### src/glyph_outline_3x3_macros.svh
// Assertion macros for the glyph outline RTL.
`ifndef GLYPH_OUTLINE_3X3_MACROS_SVH
`define GLYPH_OUTLINE_3X3_MACROS_SVH
`ifndef SYNTH
`define GO_ASSERT(lbl, prop) \
	lbl: assert property (@(posedge clk) disable iff (!arst_n) (prop)) \
		else $error("%m: check failed");
`define GO_ASSERT_NEXT(lbl, ante, cons) \
	lbl: assert property (@(posedge clk) disable iff (!arst_n) (ante) |=> (cons)) \
		else $error("%m: check failed");
`else
`define GO_ASSERT(lbl, prop)
`define GO_ASSERT_NEXT(lbl, ante, cons)
`endif
`endif

### src/gol_pkg.sv
// Types and constants of the glyph outline block.
package gol_pkg;

	localparam int MAX_HEIGHT = 1024;
	localparam int HW = 11;
	localparam int CFG_W = 11;
	localparam int CFG_IDX_W = 1;

	localparam logic [CFG_IDX_W-1:0] REG_IMAGE_WIDTH = 1'b0;
	localparam logic [CFG_IDX_W-1:0] REG_IMAGE_HEIGHT = 1'b1;

	localparam logic [6:0] WIDTH_RESET = 7'd16;
	localparam logic [HW-1:0] HEIGHT_RESET = 11'd16;

	localparam logic [7:0] PIX_CLEAR = 8'd0;
	localparam logic [7:0] PIX_OUTLINE = 8'd15;
	localparam logic [7:0] PIX_INTERIOR = 8'd255;

	localparam int QUEUE_DEPTH = 4;
	localparam int QUEUE_PTR_W = 2;
	localparam int QUEUE_CNT_W = 3;

	// One stream slot handed from the front to the back.
	typedef struct packed {
		logic flag;
		logic emit;
		logic last;
		logic top_ok;
		logic bot_ok;
		logic left_ok;
		logic right_ok;
	} slot_t;

endpackage

### src/gol_front.sv
// Front end: config registers, item classification and frame position tracking.
module gol_front #(
	parameter int MAX_WIDTH = 64,
	parameter int WW = $clog2(MAX_WIDTH + 1)
) (
	input  logic                         clk,
	input  logic                         arst_n,
	input  logic                         cfg_we,
	input  logic [gol_pkg::CFG_IDX_W-1:0] cfg_index,
	input  logic [gol_pkg::CFG_W-1:0]    cfg_data,
	input  logic                         s_tvalid,
	output logic                         s_tready,
	input  logic [7:0]                   s_tdata,
	input  logic                         s_tuser,
	input  logic                         q_full,
	output logic                         q_wr,
	output gol_pkg::slot_t               q_slot,
	output logic [WW-1:0]                eff_w
);

	localparam int CW = $clog2(MAX_WIDTH);
	localparam int PW = $clog2(MAX_WIDTH + 2);

	logic [6:0]             width_q;
	logic [gol_pkg::HW-1:0] height_q;
	logic [gol_pkg::HW-1:0] eff_h;
	logic [CW-1:0]          col_q;
	logic [gol_pkg::HW-1:0] row_q;
	logic [PW-1:0]          pre_q;
	logic [CW-1:0]          out_col_q;
	logic [gol_pkg::HW-1:0] out_row_q;
	logic                   accept;
	logic                   frame_full;
	logic                   push;
	logic                   emit;
	logic                   col_wrap;
	logic                   out_col_wrap;
	logic                   last;
	logic                   restart;

	always_comb begin
		if (width_q == 7'd0) begin
			eff_w = WW'(1);
		end else if (32'(width_q) > MAX_WIDTH) begin
			eff_w = WW'(MAX_WIDTH);
		end else begin
			eff_w = WW'(width_q);
		end
		if (height_q == '0) begin
			eff_h = gol_pkg::HW'(1);
		end else if (32'(height_q) > gol_pkg::MAX_HEIGHT) begin
			eff_h = gol_pkg::HW'(gol_pkg::MAX_HEIGHT);
		end else begin
			eff_h = height_q;
		end
	end

	assign s_tready = !q_full;
	assign accept = s_tvalid && s_tready;
	assign frame_full = row_q >= eff_h;
	assign push = !frame_full && !s_tuser;
	// a drain before the frame is complete makes no slot
	assign q_wr = accept && (frame_full || !s_tuser);

	assign emit = pre_q == (PW'(eff_w) + PW'(1));
	assign col_wrap = (WW'(col_q) + WW'(1)) >= eff_w;
	assign out_col_wrap = (WW'(out_col_q) + WW'(1)) >= eff_w;
	assign last = emit && out_col_wrap && ((out_row_q + gol_pkg::HW'(1)) >= eff_h);
	assign restart = q_wr && last;

	always_comb begin
		q_slot.flag = push && (s_tdata != 8'd0);
		q_slot.emit = emit;
		q_slot.last = last;
		q_slot.top_ok = out_row_q != '0;
		q_slot.bot_ok = (out_row_q + gol_pkg::HW'(1)) < eff_h;
		q_slot.left_ok = out_col_q != '0;
		q_slot.right_ok = !out_col_wrap;
	end

	always_ff @(posedge clk or negedge arst_n) begin
		if (!arst_n) begin
			width_q <= gol_pkg::WIDTH_RESET;
			height_q <= gol_pkg::HEIGHT_RESET;
			col_q <= '0;
			row_q <= '0;
			pre_q <= '0;
			out_col_q <= '0;
			out_row_q <= '0;
		end else if (cfg_we) begin
			case (cfg_index)
				gol_pkg::REG_IMAGE_WIDTH: width_q <= cfg_data[6:0];
				gol_pkg::REG_IMAGE_HEIGHT: height_q <= cfg_data;
				default: ;
			endcase
			col_q <= '0;
			row_q <= '0;
			pre_q <= '0;
			out_col_q <= '0;
			out_row_q <= '0;
		end else if (restart) begin
			col_q <= '0;
			row_q <= '0;
			pre_q <= '0;
			out_col_q <= '0;
			out_row_q <= '0;
		end else if (q_wr) begin
			if (push) begin
				if (col_wrap) begin
					col_q <= '0;
					row_q <= row_q + gol_pkg::HW'(1);
				end else begin
					col_q <= col_q + CW'(1);
				end
			end
			if (!emit) begin
				pre_q <= pre_q + PW'(1);
			end else if (out_col_wrap) begin
				out_col_q <= '0;
				out_row_q <= out_row_q + gol_pkg::HW'(1);
			end else begin
				out_col_q <= out_col_q + CW'(1);
			end
		end
	end

endmodule

### src/gol_fifo.sv
// Short slot queue between the front and the back end.
`include "glyph_outline_3x3_macros.svh"

module gol_fifo (
	input  logic           clk,
	input  logic           arst_n,
	input  logic           wr_en,
	input  gol_pkg::slot_t wr_slot,
	output logic           full,
	input  logic           rd_en,
	output logic           empty,
	output gol_pkg::slot_t rd_slot
);

	gol_pkg::slot_t                   mem_q [gol_pkg::QUEUE_DEPTH];
	logic [gol_pkg::QUEUE_PTR_W-1:0]  wr_ptr_q;
	logic [gol_pkg::QUEUE_PTR_W-1:0]  rd_ptr_q;
	logic [gol_pkg::QUEUE_CNT_W-1:0]  cnt_q;
	logic                             do_wr;
	logic                             do_rd;

	assign full = cnt_q == gol_pkg::QUEUE_CNT_W'(gol_pkg::QUEUE_DEPTH);
	assign empty = cnt_q == '0;
	assign do_wr = wr_en && !full;
	assign do_rd = rd_en && !empty;
	assign rd_slot = mem_q[rd_ptr_q];

	always_ff @(posedge clk) begin
		if (do_wr) begin
			mem_q[wr_ptr_q] <= wr_slot;
		end
	end

	always_ff @(posedge clk or negedge arst_n) begin
		if (!arst_n) begin
			wr_ptr_q <= '0;
			rd_ptr_q <= '0;
			cnt_q <= '0;
		end else begin
			if (do_wr) begin
				wr_ptr_q <= (wr_ptr_q == gol_pkg::QUEUE_PTR_W'(gol_pkg::QUEUE_DEPTH - 1)) ?
					'0 : wr_ptr_q + gol_pkg::QUEUE_PTR_W'(1);
			end
			if (do_rd) begin
				rd_ptr_q <= (rd_ptr_q == gol_pkg::QUEUE_PTR_W'(gol_pkg::QUEUE_DEPTH - 1)) ?
					'0 : rd_ptr_q + gol_pkg::QUEUE_PTR_W'(1);
			end
			if (do_wr && !do_rd) begin
				cnt_q <= cnt_q + gol_pkg::QUEUE_CNT_W'(1);
			end else if (do_rd && !do_wr) begin
				cnt_q <= cnt_q - gol_pkg::QUEUE_CNT_W'(1);
			end
		end
	end

	`GO_ASSERT(a_cnt_bound, cnt_q <= gol_pkg::QUEUE_CNT_W'(gol_pkg::QUEUE_DEPTH))
	`GO_ASSERT(a_no_wr_full, !(wr_en && full))
	`GO_ASSERT(a_no_rd_empty, !(rd_en && empty))
	`GO_ASSERT_NEXT(a_cnt_up, do_wr && !do_rd, cnt_q == $past(cnt_q) + gol_pkg::QUEUE_CNT_W'(1))

endmodule

### src/gol_back.sv
// Back end: line delays, 3x3 window and classified output register.
module gol_back #(
	parameter int MAX_WIDTH = 64,
	parameter int WW = $clog2(MAX_WIDTH + 1)
) (
	input  logic           clk,
	input  logic           arst_n,
	input  logic [WW-1:0]  eff_w,
	input  logic           q_empty,
	input  gol_pkg::slot_t q_slot,
	output logic           q_rd,
	output logic           m_tvalid,
	input  logic           m_tready,
	output logic [7:0]     m_tdata,
	output logic           m_tlast
);

	// line delays of exactly eff_w slots: entry 0 is the oldest
	logic [MAX_WIDTH-1:0] line1_q;
	logic [MAX_WIDTH-1:0] line2_q;
	// window rows, bit 0 is the newest slot of the row (right neighbor)
	logic [2:0]           bot_q;
	logic [2:0]           mid_q;
	logic [2:0]           top_q;
	logic [2:0]           bot_n;
	logic [2:0]           mid_n;
	logic [2:0]           top_n;
	logic [8:0]           win;
	logic                 out_vld_q;
	logic [7:0]           out_pix_q;
	logic                 out_last_q;
	logic [7:0]           pix_n;

	assign q_rd = !q_empty && (!q_slot.emit || !out_vld_q || m_tready);

	assign bot_n = {bot_q[1:0], q_slot.flag};
	assign mid_n = {mid_q[1:0], line1_q[0]};
	assign top_n = {top_q[1:0], line2_q[0]};

	always_comb begin
		win[0] = top_n[2] && q_slot.top_ok && q_slot.left_ok;
		win[1] = top_n[1] && q_slot.top_ok;
		win[2] = top_n[0] && q_slot.top_ok && q_slot.right_ok;
		win[3] = mid_n[2] && q_slot.left_ok;
		win[4] = mid_n[1];
		win[5] = mid_n[0] && q_slot.right_ok;
		win[6] = bot_n[2] && q_slot.bot_ok && q_slot.left_ok;
		win[7] = bot_n[1] && q_slot.bot_ok;
		win[8] = bot_n[0] && q_slot.bot_ok && q_slot.right_ok;
		if (!win[4]) begin
			pix_n = gol_pkg::PIX_CLEAR;
		end else if (&win) begin
			pix_n = gol_pkg::PIX_INTERIOR;
		end else begin
			pix_n = gol_pkg::PIX_OUTLINE;
		end
	end

	always_ff @(posedge clk) begin
		if (q_rd) begin
			for (int k = 0; k < MAX_WIDTH - 1; k++) begin
				if (WW'(k) == eff_w - WW'(1)) begin
					line1_q[k] <= q_slot.flag;
					line2_q[k] <= line1_q[0];
				end else begin
					line1_q[k] <= line1_q[k+1];
					line2_q[k] <= line2_q[k+1];
				end
			end
			line1_q[MAX_WIDTH-1] <= q_slot.flag;
			line2_q[MAX_WIDTH-1] <= line1_q[0];
			bot_q <= bot_n;
			mid_q <= mid_n;
			top_q <= top_n;
		end
		if (q_rd && q_slot.emit) begin
			out_pix_q <= pix_n;
			out_last_q <= q_slot.last;
		end
	end

	always_ff @(posedge clk or negedge arst_n) begin
		if (!arst_n) begin
			out_vld_q <= 1'b0;
		end else if (q_rd && q_slot.emit) begin
			out_vld_q <= 1'b1;
		end else if (m_tready) begin
			out_vld_q <= 1'b0;
		end
	end

	assign m_tvalid = out_vld_q;
	assign m_tdata = out_pix_q;
	assign m_tlast = out_last_q;

endmodule

### src/glyph_outline_3x3.sv
// Top level of the 3x3 glyph outline classifier.
// Takes one pixel or drain transaction per cycle while s_tready is high and returns each
// pixel's class (0 clear, 15 outline, 255 interior) image_width+1 slots later; after a
// frame's last pixel, drain transactions flush the remaining image_width+1 results, and the
// result of the final pixel carries tlast and restarts the frame. Sustained rate is one
// transaction per cycle while the receiver takes results: the front classifies and counts
// positions, a four-entry queue decouples it from the back, and the back shifts two
// flip-flop line delays and the window once per slot, stalling only while its output
// register holds an untaken result. A configuration write restarts the frame.
module glyph_outline_3x3 #(
	parameter int MAX_WIDTH = 64
) (
	input  logic                          clk,
	input  logic                          arst_n,
	input  logic                          cfg_we,
	input  logic [gol_pkg::CFG_IDX_W-1:0] cfg_index,
	input  logic [gol_pkg::CFG_W-1:0]     cfg_data,
	input  logic                          s_tvalid,
	output logic                          s_tready,
	input  logic [7:0]                    s_tdata,  // [7:0] pixel
	input  logic                          s_tuser,  // [0] action
	output logic                          m_tvalid,
	input  logic                          m_tready,
	output logic [7:0]                    m_tdata,  // [7:0] out_pixel
	output logic                          m_tlast
);

	localparam int WW = $clog2(MAX_WIDTH + 1);

	logic [WW-1:0]  eff_w;
	logic           q_full;
	logic           q_empty;
	logic           q_wr;
	logic           q_rd;
	gol_pkg::slot_t wr_slot;
	gol_pkg::slot_t rd_slot;

	gol_front #(
		.MAX_WIDTH(MAX_WIDTH),
		.WW(WW)
	) u_front (
		.clk(clk),
		.arst_n(arst_n),
		.cfg_we(cfg_we),
		.cfg_index(cfg_index),
		.cfg_data(cfg_data),
		.s_tvalid(s_tvalid),
		.s_tready(s_tready),
		.s_tdata(s_tdata),
		.s_tuser(s_tuser),
		.q_full(q_full),
		.q_wr(q_wr),
		.q_slot(wr_slot),
		.eff_w(eff_w)
	);

	gol_fifo u_fifo (
		.clk(clk),
		.arst_n(arst_n),
		.wr_en(q_wr),
		.wr_slot(wr_slot),
		.full(q_full),
		.rd_en(q_rd),
		.empty(q_empty),
		.rd_slot(rd_slot)
	);

	gol_back #(
		.MAX_WIDTH(MAX_WIDTH),
		.WW(WW)
	) u_back (
		.clk(clk),
		.arst_n(arst_n),
		.eff_w(eff_w),
		.q_empty(q_empty),
		.q_slot(rd_slot),
		.q_rd(q_rd),
		.m_tvalid(m_tvalid),
		.m_tready(m_tready),
		.m_tdata(m_tdata),
		.m_tlast(m_tlast)
	);

endmodule

### config.mk
export PLATFORM = sky130hd
export DESIGN_NAME = glyph_outline_3x3
export DESIGN_NICKNAME = d
export VERILOG_FILES = /design/src/gol_pkg.sv /design/src/gol_front.sv /design/src/gol_fifo.sv /design/src/gol_back.sv /design/src/glyph_outline_3x3.sv
export VERILOG_INCLUDE_DIRS = /design/src /design/src/src
export SDC_FILE = /design/constraint.sdc
export NUM_CORES = 1
export LEC_CHECK = 0
export BUFFER_PORTS_ARGS = -buffer_cell sky130_fd_sc_hd__buf_2
export CELL_PAD_IN_SITES_DETAIL_PLACEMENT = 1
export CELL_PAD_IN_SITES_GLOBAL_PLACEMENT = 1
export CORE_UTILIZATION = 56
export CTS_CLUSTER_SIZE = 24
export DETAILED_ROUTE_END_ITERATION = 6
export PLACE_DENSITY = 0.95
export SYNTH_ARGS = -nofsm -noshare
export SYNTH_HDL_FRONTEND = slang
export SYNTH_SLANG_ARGS = --single-unit
### constraint.sdc
create_clock -name clk -period 22.9 [get_ports clk]
set_input_delay 1.145 -clock clk [delete_from_list [all_inputs] [get_ports clk]]
set_output_delay 1.145 -clock clk [all_outputs]
set_load 0.02 [all_outputs]
Word level (Yosys, flattened, before mapping)
Memories as Yosys holds them, arrays and structs flattened.
Index checks and enable logic that the tools add are counted.
{ "op_classes": {"n_addsub": 13, "n_lt_le_gt_ge": 7, "eq_ne": 67, "muxes": 163, "bitwise": 1, "n_reduce_logical": 59} }
{ "op_table": {"columns": ["op", "n"], "rows": [
  ["6-bit by 7-bit equality test with 1-bit output, first input constant", 31],
  ["11-bit 2-to-1 mux", 12],
  ["1-bit 2-to-1 mux", 130],
  ["5-bit by 7-bit equality test with 1-bit output, first input constant", 16],
  ["6-bit 2-to-1 mux", 10],
  ["4-bit by 7-bit equality test with 1-bit output, first input constant", 8],
  ["7-bit 2-to-1 mux", 6],
  ["3-bit by 7-bit equality test with 1-bit output, first input constant", 4],
  ["1-bit logical AND", 25],
  ["11-bit by 1-bit adder with 11-bit output, second input constant", 2],
  ["11-bit >= comparator", 2],
  ["3-bit nonzero test", 5],
  ["6-bit by 1-bit adder with 7-bit output, second input constant", 2],
  ["7-bit by 1-bit adder with 7-bit output, second input constant", 2],
  ["2-bit by 7-bit equality test with 1-bit output, first input constant", 2],
  ["7-bit >= comparator", 2],
  ["7-bit zero test", 2],
  ["6-bit by 1-bit adder with 6-bit output, second input constant", 2],
  ["11-bit greater-than comparator, second input constant", 1],
  ["11-bit zero test", 1],
  ["11-bit less-than comparator", 1],
  ["11-bit nonzero test", 1],
  ["2-bit AND reduction", 5],
  ["1-bit zero test", 9],
  ["other kinds (21)", 29]
]} }
{ "word_totals": {"register_bits": 210, "ramBits": 28, "input_bits": 26, "out_inout_bits": 11, "elab_cells": 329, "n_memories": 1} }
{ "mem_list": {"columns": ["memory", "depth", "width", "rd", "rd_clocked_by_memory_dff", "write_ports", "line_no", "source"], "rows": [
  ["u_fifo.mem_q", 4, 7, 1, 0, 1, "gol_fifo.sv:15", "gol_pkg::slot_t mem_q [gol_pkg::QUEUE_DEPTH];"]
]} }

Longest topological paths before layout
Gate-level depths: netlist (run 1).
{ "logic_depth": {"depth_word": 11, "depth_mapped": 16, "ltp_nobuf": 16} }

By module
A second synthesis (run 1) with hierarchy kept.
{ "unflattened": {"hier_cells": 975, "area_unflattened_um2": 12076.6} }
{ "modules_own_cells": {"columns": ["mod", "instances", "cells_per_inst", "area_per_inst_um2", "seq_area_each_um2"], "rows": [
  ["gol_back", 1, 398, 6209.7, 4078.9],
  ["gol_front", 1, 503, 4413.0, 1478.9],
  ["gol_fifo", 1, 74, 1453.9, 1016.0]
]} }

Worst setup path before layout (run 1)
No wires, ideal clock.
{ "synth_timing": {"path_type": "input-to-reg", "start": "input m_tready", "end": "register u_fifo.cnt_q[1] (netlist bit)", "setup_time_ns": 0.125, "arrival_time_ns": 9.168, "required_ns": 22.775, "setup_slack_ns": 13.608, "cell_stages": 7, "n_path_buf": 0, "cell_sequence": "nor2b_1 > a21oi_1 > inv_1 > ha_1 > inv_1 > fa_1 > mux2_2"} }
{ "synth_between": {"elab_chain_cells": 6, "elab_cells_between_ends": 8, "cone_classes": "mux (1); reduce/logical (7)"} }
{ "synth_rtl": {"columns": ["element", "line_no", "source"], "rows": [
  ["start: declaration", "glyph_outline_3x3.sv:23", "input logic m_tready,"],
  ["1-bit logical OR (*)", "gol_back.sv:34", "assign q_rd = !q_empty && (!q_slot.emit || !out_vld_q || m_tready);"],
  ["1-bit logical AND (*)", "gol_back.sv:34", null],
  ["via q_rd", "glyph_outline_3x3.sv:34", "logic q_rd;"],
  ["1-bit logical AND (*)", "gol_fifo.sv:25", "assign do_rd = rd_en && !empty;"],
  ["1-bit zero test", "gol_fifo.sv:48", "if (do_wr && !do_rd) begin"],
  ["1-bit logical AND", "gol_fifo.sv:48", null],
  ["3-bit 2-to-1 mux or 2-bit nonzero test (tied branches)", null, null],
  ["end signal: assignment", "gol_fifo.sv:49", "cnt_q <= cnt_q + gol_pkg::QUEUE_CNT_W'(1);"],
  ["end signal: assignment", "gol_fifo.sv:51", "cnt_q <= cnt_q - gol_pkg::QUEUE_CNT_W'(1);"],
  ["end: declaration", "gol_fifo.sv:18", "logic [gol_pkg::QUEUE_CNT_W-1:0] cnt_q;"]
]} }
Mark *: on every way through the listed nets, which the timed path passes. The rest lies on a longest branch.
A chain may end at the register's enable or synchronous reset.

==> results of run 1 <==
state kept, by name, summed over array words and instances, names as in the netlist:
register,flops
u_back.line2_q,63
u_front.width_q,7
u_back.m_tvalid,1
u_fifo.cnt_q,3
u_back.line1_q,63
u_front.col_q,6
u_fifo.mem_q,28
u_front.pre_q,7
u_fifo.rd_ptr_q,2
u_fifo.wr_ptr_q,2
u_back.top_q,2
u_front.row_q,11
u_front.height_q,11
u_back.m_tdata,2
u_back.m_tlast,1
u_front.out_row_q,11
u_front.out_col_q,6
u_back.bot_q,2
u_back.mid_q,2
logic make-up (layout without fill, tap and decap cells):
family | Yosys count | count (layout) | share of synthesized area
and+or+nand+nor | 314 | 314 | 0.127
xor gates and xnor gates | 46 | 46 | 0.0345
DFF | 230 | 230 | 0.562
AOI/OAI and AO/OA | 84 | 84 | 0.0424
adders and majority gates | 55 | 55 | 0.0595
buffers and inverters | 63 | 110 | 0.0240
muxes | 152 | 152 | 0.150
worst min-delay path by stage:
stage	startpoint	endpoint	cells past startpoint
after global placement	u_back.top_q[0]	u_back.top_q[1]	0
after global routing	u_back.top_q[0]	u_back.top_q[1]	0
after CTS	u_back.top_q[0]	u_back.top_q[1]	0
after floorplan	u_back.line1_q[0]	u_back.mid_q[0]	0
after detailed placement	u_back.top_q[0]	u_back.top_q[1]	0
final	u_back.top_q[0]	u_back.top_q[1]	0
metrics by stage:
step	setup WS (ps)	utilization	hold WS (ps)	total power, W
2_1_floorplan	13610	-	424	0.00103
3_3_place_gp	18850	0.593	445	0.00109
3_5_place_dp	18490	0.593	470	0.00114
4_1_cts	18320	0.631	489	0.00155
5_1_grt	18030	0.631	513	0.00161
6_report	18310	0.631	490	0.00155
final cells by class:
class	count	area, sq um
fillers	1975	7520
flip-flops and latches	230	6570
multi-input cells	651	4850
clock buffers	27	633
well taps	270	338
repair buffers	42	225
clock inverters	19	145
inverters	22	82.6
routing by layer:
layer	GRT usage	vias up	wire, um
met5	0	-	11
met4	0.124	2	1270
met3	0.0519	96	1500
met2	0.503	262	15400
met1	0.383	3948	12700
li1	-	3447	-
worst max-delay path, cell delays in order, from the launching register on:
cell and delay [ps]:
dfrtp_1 500, nor3_2 340, a21oi_1 130, nor2_2 260, ha_1 480, nand3_1 180
xor2_1 200, o21ai_0 180, nand4_1 260, nor3_4 430, nand3_2 390, o21bai_2 870
nor2_1 180
report_power, final:
part | internal [W] | total (W) | switching, W | leakage (nW)
Clock | 0.000222 | 0.000392 | 0.000170 | 0.386
Combinational | 0.000155 | 0.000406 | 0.000251 | 2.03
Sequential | 0.000671 | 0.000749 | 0.0000784 | 2.52
Total | 0.00105 | 0.00155 | 0.000500 | 4.93
cells in the mapped netlist, types with 3 or more instances:
cell / n / area [sq um]
clkbuf_1: 26 / 97.6
or3_1: 6 / 37.5
nand4_1: 14 / 87.6
inv_2: 3 / 11.3
o21ai_0: 23 / 115
mux2_2: 147 / 1660
inv_1: 17 / 63.8
nor4_1: 9 / 56.3
edfxtp_1: 163 / 4890
nor3_1: 7 / 35.0
nand3b_1: 6 / 45.0
a21o_1: 5 / 37.5
and3_1: 7 / 43.8
and2_1: 4 / 25.0
nand3_1: 18 / 90.1
o21ai_1: 5 / 25.0
xor2_1: 20 / 175
buf_2: 5 / 25.0
nand2b_1: 8 / 50.1
a31oi_1: 3 / 18.8
nor2_1: 114 / 428
nand2_1: 90 / 338
mux4_2: 4 / 90.1
nor2b_1: 9 / 56.3
a21oi_1: 37 / 185
nor4b_1: 3 / 26.3
dfrtp_1: 65 / 1630
buf_4: 6 / 45.0
xnor2_1: 26 / 228
ha_1: 54 / 676
==> metrics, run 1 <==
endpoints failing hold 0; CTS max path bufs 3; die area 21500 sq um; n_diodes 0; worst-path fanout max 22; commonest non-fill, non-tap cell in the layout edfxtp_1; Critical R2R Launch u_front.width_q[3]; setup TNS 0 ps; Worst-Margin Slew 1030 ps; Post-Syn Area 11700 sq um; DRT antenna net count 0; power per cell area 120 nW/um^2; Clock Skews 20.6 ps; Pleak 4.93 nW; Critical Path Sink Type flop; Cell Area, Placed 12100 sq um; synthesized area per cell 12.4 sq um; synth warn 0; IO Port Bufs 36; layout cells sized above 1 0.251; most frequent cells in the layout edfxtp_1 (163), mux2_2 (147), nor2_1 (114); initial core utilization 0.574; Synth-to-Final Area Change 9.88%; # rows 52; largest net degree at the start of global routing 71; RSZ-0062 raised after global routing no; FFs w/ async S/R, synth 0.291; Post-CTS Setup Bufs 0; Synth cell types 61; gr usage total 0.299; Setup crit start kind flop; sequential area share after synthesis 0.562; io pins 37; CTS clock-pin slew for the worst setup and hold paths 70 ps; RR Endpoint u_front.col_q[0]; GRT overflow 0; dpl hpwl 19.7 mm; Crit Path Category reg -> reg; clock insertion delay at the later pin of the skew report 540 ps; worst reg2reg setup slack 18310 ps; vias in the first global route 8433; TritonCTS Buffers 25; CTS tree yes; wire length per cell 24.4 um; Max Slew Vio Count 0; final WL 30.8 mm; f_max 218 MHz; Final period util 0.201; via/cell ratio 6.15; placed cell count 1215; Setup Viol. Count Final 0; Max-Cap Viols 0; clk sinks 230; Min-Delay Path Class reg -> reg; Worst Reg-to-Reg Cells 12; net count after synthesis 1025; gpl congestion 0.815; design area 12800 sq um; Slew headroom 0.316; Tmin final 4590 ps; Peak VDD IR 0.000101 V; Die Wd 146 um; Non-Filler Instances 1261; Post-synth EDFFs 163; via count 7755; Post-synth top flop edfxtp_1; crit path launch u_front.width_q[3]; Pre-Repair DR Iteration Count 4; CTS Hold Buffers Added 0; H-tree depth 1; status finished clean; Nets 1053; clk root buf clkbuf_16; Post-Synthesis Cells 944; Die Ht 146 um; core area 20400 sq um; Critical Path End u_front.col_q[0]; post-cts gate resize count 0; DRC 0; first-pass GRT wire length 49.0 mm; Starting DRT DRC Count 549; initial antenna violation count 1; critical path arrival 4950 ps; number of synthesized register bits 230; CP Data Required Time 23260 ps
Note: power is estimated with default switching activity, not from simulation.
==> run 2, diff against run 1 <==
Settings changed: CORE_UTILIZATION 56 to 52, PLACE_DENSITY 0.95 to 0.93.
Clock period 22.9 ns to 4.8 ns, I/O delays scaled along.
==> metrics, run 2 (synthesis results as in run 1) <==
most frequent cells in the layout edfxtp_1 (163), mux2_2 (147), nor2_1 (114); dpl hpwl 19.4 mm (-1.8%); gr usage total 0.262 (-0.0365); via/cell ratio 5.98 (-2.8%); # rows 54 (+3.8%); initial core utilization 0.532 (-0.0417); Min-Delay Path Class in -> reg; Worst-Margin Slew 906 ps (-120 ps); Synth-to-Final Area Change 11.4%; worst hold path depth 2 (+2); Internal 0.00516 W (+390%); Crit path top cell by count a21oi_1; Die Wd 152 um (+3.7%); Max-Cap Viols 0 (unchanged); Psw 0.00233 W (+370%); Pre-Repair DR Iteration Count 6 (+2); power per cell area 575 nW/um^2 (+380%); Max Slew Vio Count 0 (unchanged); CP Data Required Time 5250 ps (-18010 ps); CTS Hold Buffers Added 7 (+7); Clock Skews 14.7 ps (-5.91 ps); gpl congestion 0.888 (+8.9%); area of the multi-input gates 4850 sq um (unchanged); RSZ-0062 raised after global routing no; Nets 1061 (+0.76%); vias in the first global route 8508 (+0.89%); DRT antenna net count 0 (unchanged); layout cells sized above 1 0.255 (+0.00325); endpoints failing hold 0 (unchanged); Critical Path Sink Type flop; Pleak 4.99 nW (+1.1%); Clk network pwr share 0.272 (+0.019); DRC 8 (+8); Peak VDD IR 0.000309 V (+210%); Setup Viol. Count Final 0 (unchanged); status finished with violations; Starting DRT DRC Count 479 (-13%); Setup crit start kind flop; slowest CP cell or4_1; Tmin final 4110 ps (-484 ps); placed cell count 1226 (+0.91%); via count 7637 (-1.5%); Die Ht 152 um (+3.7%); largest net degree at the start of global routing 69 (-2.8%); clk root buf clkbuf_16; TritonCTS Buffers 25 (unchanged); commonest non-fill, non-tap cell in the layout edfxtp_1; io pins 37 (unchanged); combinational share of power 0.254 (-0.008); biggest regs u_back.line1_q x63, u_back.line2_q x63, u_fifo.mem_q x28; clock insertion delay at the later pin of the skew report 530 ps (about the same); CTS tree yes; core area 22000 sq um (+7.8%); worst-path fanout max 20 (-9.1%); first-pass GRT wire length 47.4 mm (-3.3%); Slowest Stage Delay on Critical Path 550 ps (-320 ps); Final period util 0.856 (+0.656); CP cell instances nor3_2 > a21oi_1 > nor2_2 > ha_1 > nand3_1 > xor2_1 > o21ai_0 > nand4_1 > nor3_4 > nand3_2 > or4_1 > a21oi_1; Layout fillers 2166 (+9.7%); wire length per cell 22.8 um (-6.7%); Hold Worst Slack 6.22 ps (-484 ps); critical path arrival 4560 ps (-390 ps); H-tree depth 1 (unchanged); clk sinks 230 (unchanged); n_diodes 0 (unchanged); f_max 243 MHz (+12%); final WL 29.1 mm (-5.4%); Slew headroom 0.396 (+0.0799); FF+latch area 6570 sq um (unchanged); IO Port Bufs 36 (unchanged); Crit Path Category reg -> reg; CTS clock-pin slew for the worst setup and hold paths 60 ps (about the same); Post-CTS Setup Bufs 0 (unchanged); Non-Filler Instances 1278 (+1.3%); Sequential Power Share 0.474 (-0.010); die area 23100 sq um (+7.6%); setup TNS 0 ps (unchanged); initial antenna violation count 0 (-1); GRT overflow 0 (unchanged); CTS max path bufs 3 (unchanged); failing checks design-rule violations; post-cts gate resize count 0 (unchanged); Worst Reg-to-Reg Cells 12 (unchanged); switching part of the total power 0.311 (-0.0113)
==> run 2: power by group through the flow <==
stage / Sequential, W / Clock, W / Combinational, W
2_1_floorplan: 0.00343 / 0 / 0.00138
3_3_place_gp: 0.00348 / 0 / 0.00174
3_5_place_dp: 0.00356 / 0 / 0.00187
4_1_cts: 0.00355 / 0.00206 / 0.00191
5_1_grt: 0.00363 / 0.00211 / 0.00207
6_report: 0.00355 / 0.00204 / 0.00191
==> run 2: final timing paths <==
path	to	slack, ps	start
max reg2reg	u_front.out_row_q[2]	690	u_front.width_q[3]
min	u_front.width_q[4]	6	cfg_data[4]
min in group asynchronous	u_front.height_q[8]	470	arst_n
min reg2reg	u_back.top_q[0]	460	u_back.line2_q[0]
max in group asynchronous	u_front.out_col_q[2]	3740	arst_n
max	u_front.out_row_q[2]	690	u_front.width_q[3]
==> run 2: worst max-delay path, delay by kind of cell, from the launching register on <==
family | cells | cell delay [ps]
AOI/OAI and AO/OA | 3 | 480
adders and majority gates | 1 | 450
xor gates and xnor gates | 1 | 180
and+or+nand+nor | 7 | 2440
DFF | 1 | 490
==> run 2: area by class of cell <==
| class | instances | share of cell area |
|---|---|---|
| tap | 280 | 0.0269 |
| clock buffer | 26 | 0.0483 |
| multi-input combinational | 651 | 0.372 |
| sequential | 230 | 0.505 |
| timing repair buffer | 50 | 0.0233 |
| inverter | 22 | 0.00634 |
| clock inverter | 19 | 0.0180 |
==> run 2: per-layer routing <==
| layer | global-route usage | wire (um) | up-vias |
|---|---|---|---|
| met3 | 0.0396 | 1250 | 46 |
| met1 | 0.344 | 12500 | 3918 |
| met2 | 0.458 | 14800 | 187 |
| met4 | 0.0656 | 617 | 0 |
| li1 | - | - | 3486 |
| met5 | 0 | 0 | - |
==> run 2: through the flow <==
| step | utilization | worst slack (ps) | total power, W | instance area [sq um] |
|---|---|---|---|---|
| 2_1_floorplan | - | 40.8 | 0.00481 | 11700 |
| 3_3_place_gp | 0.550 | 1160 | 0.00522 | 12100 |
| 3_5_place_dp | 0.550 | 847 | 0.00543 | 12100 |
| 4_1_cts | 0.593 | 717 | 0.00752 | 13000 |
| 5_1_grt | 0.593 | 385 | 0.00781 | 13000 |
| 6_report | 0.593 | 690 | 0.00749 | 13000 |
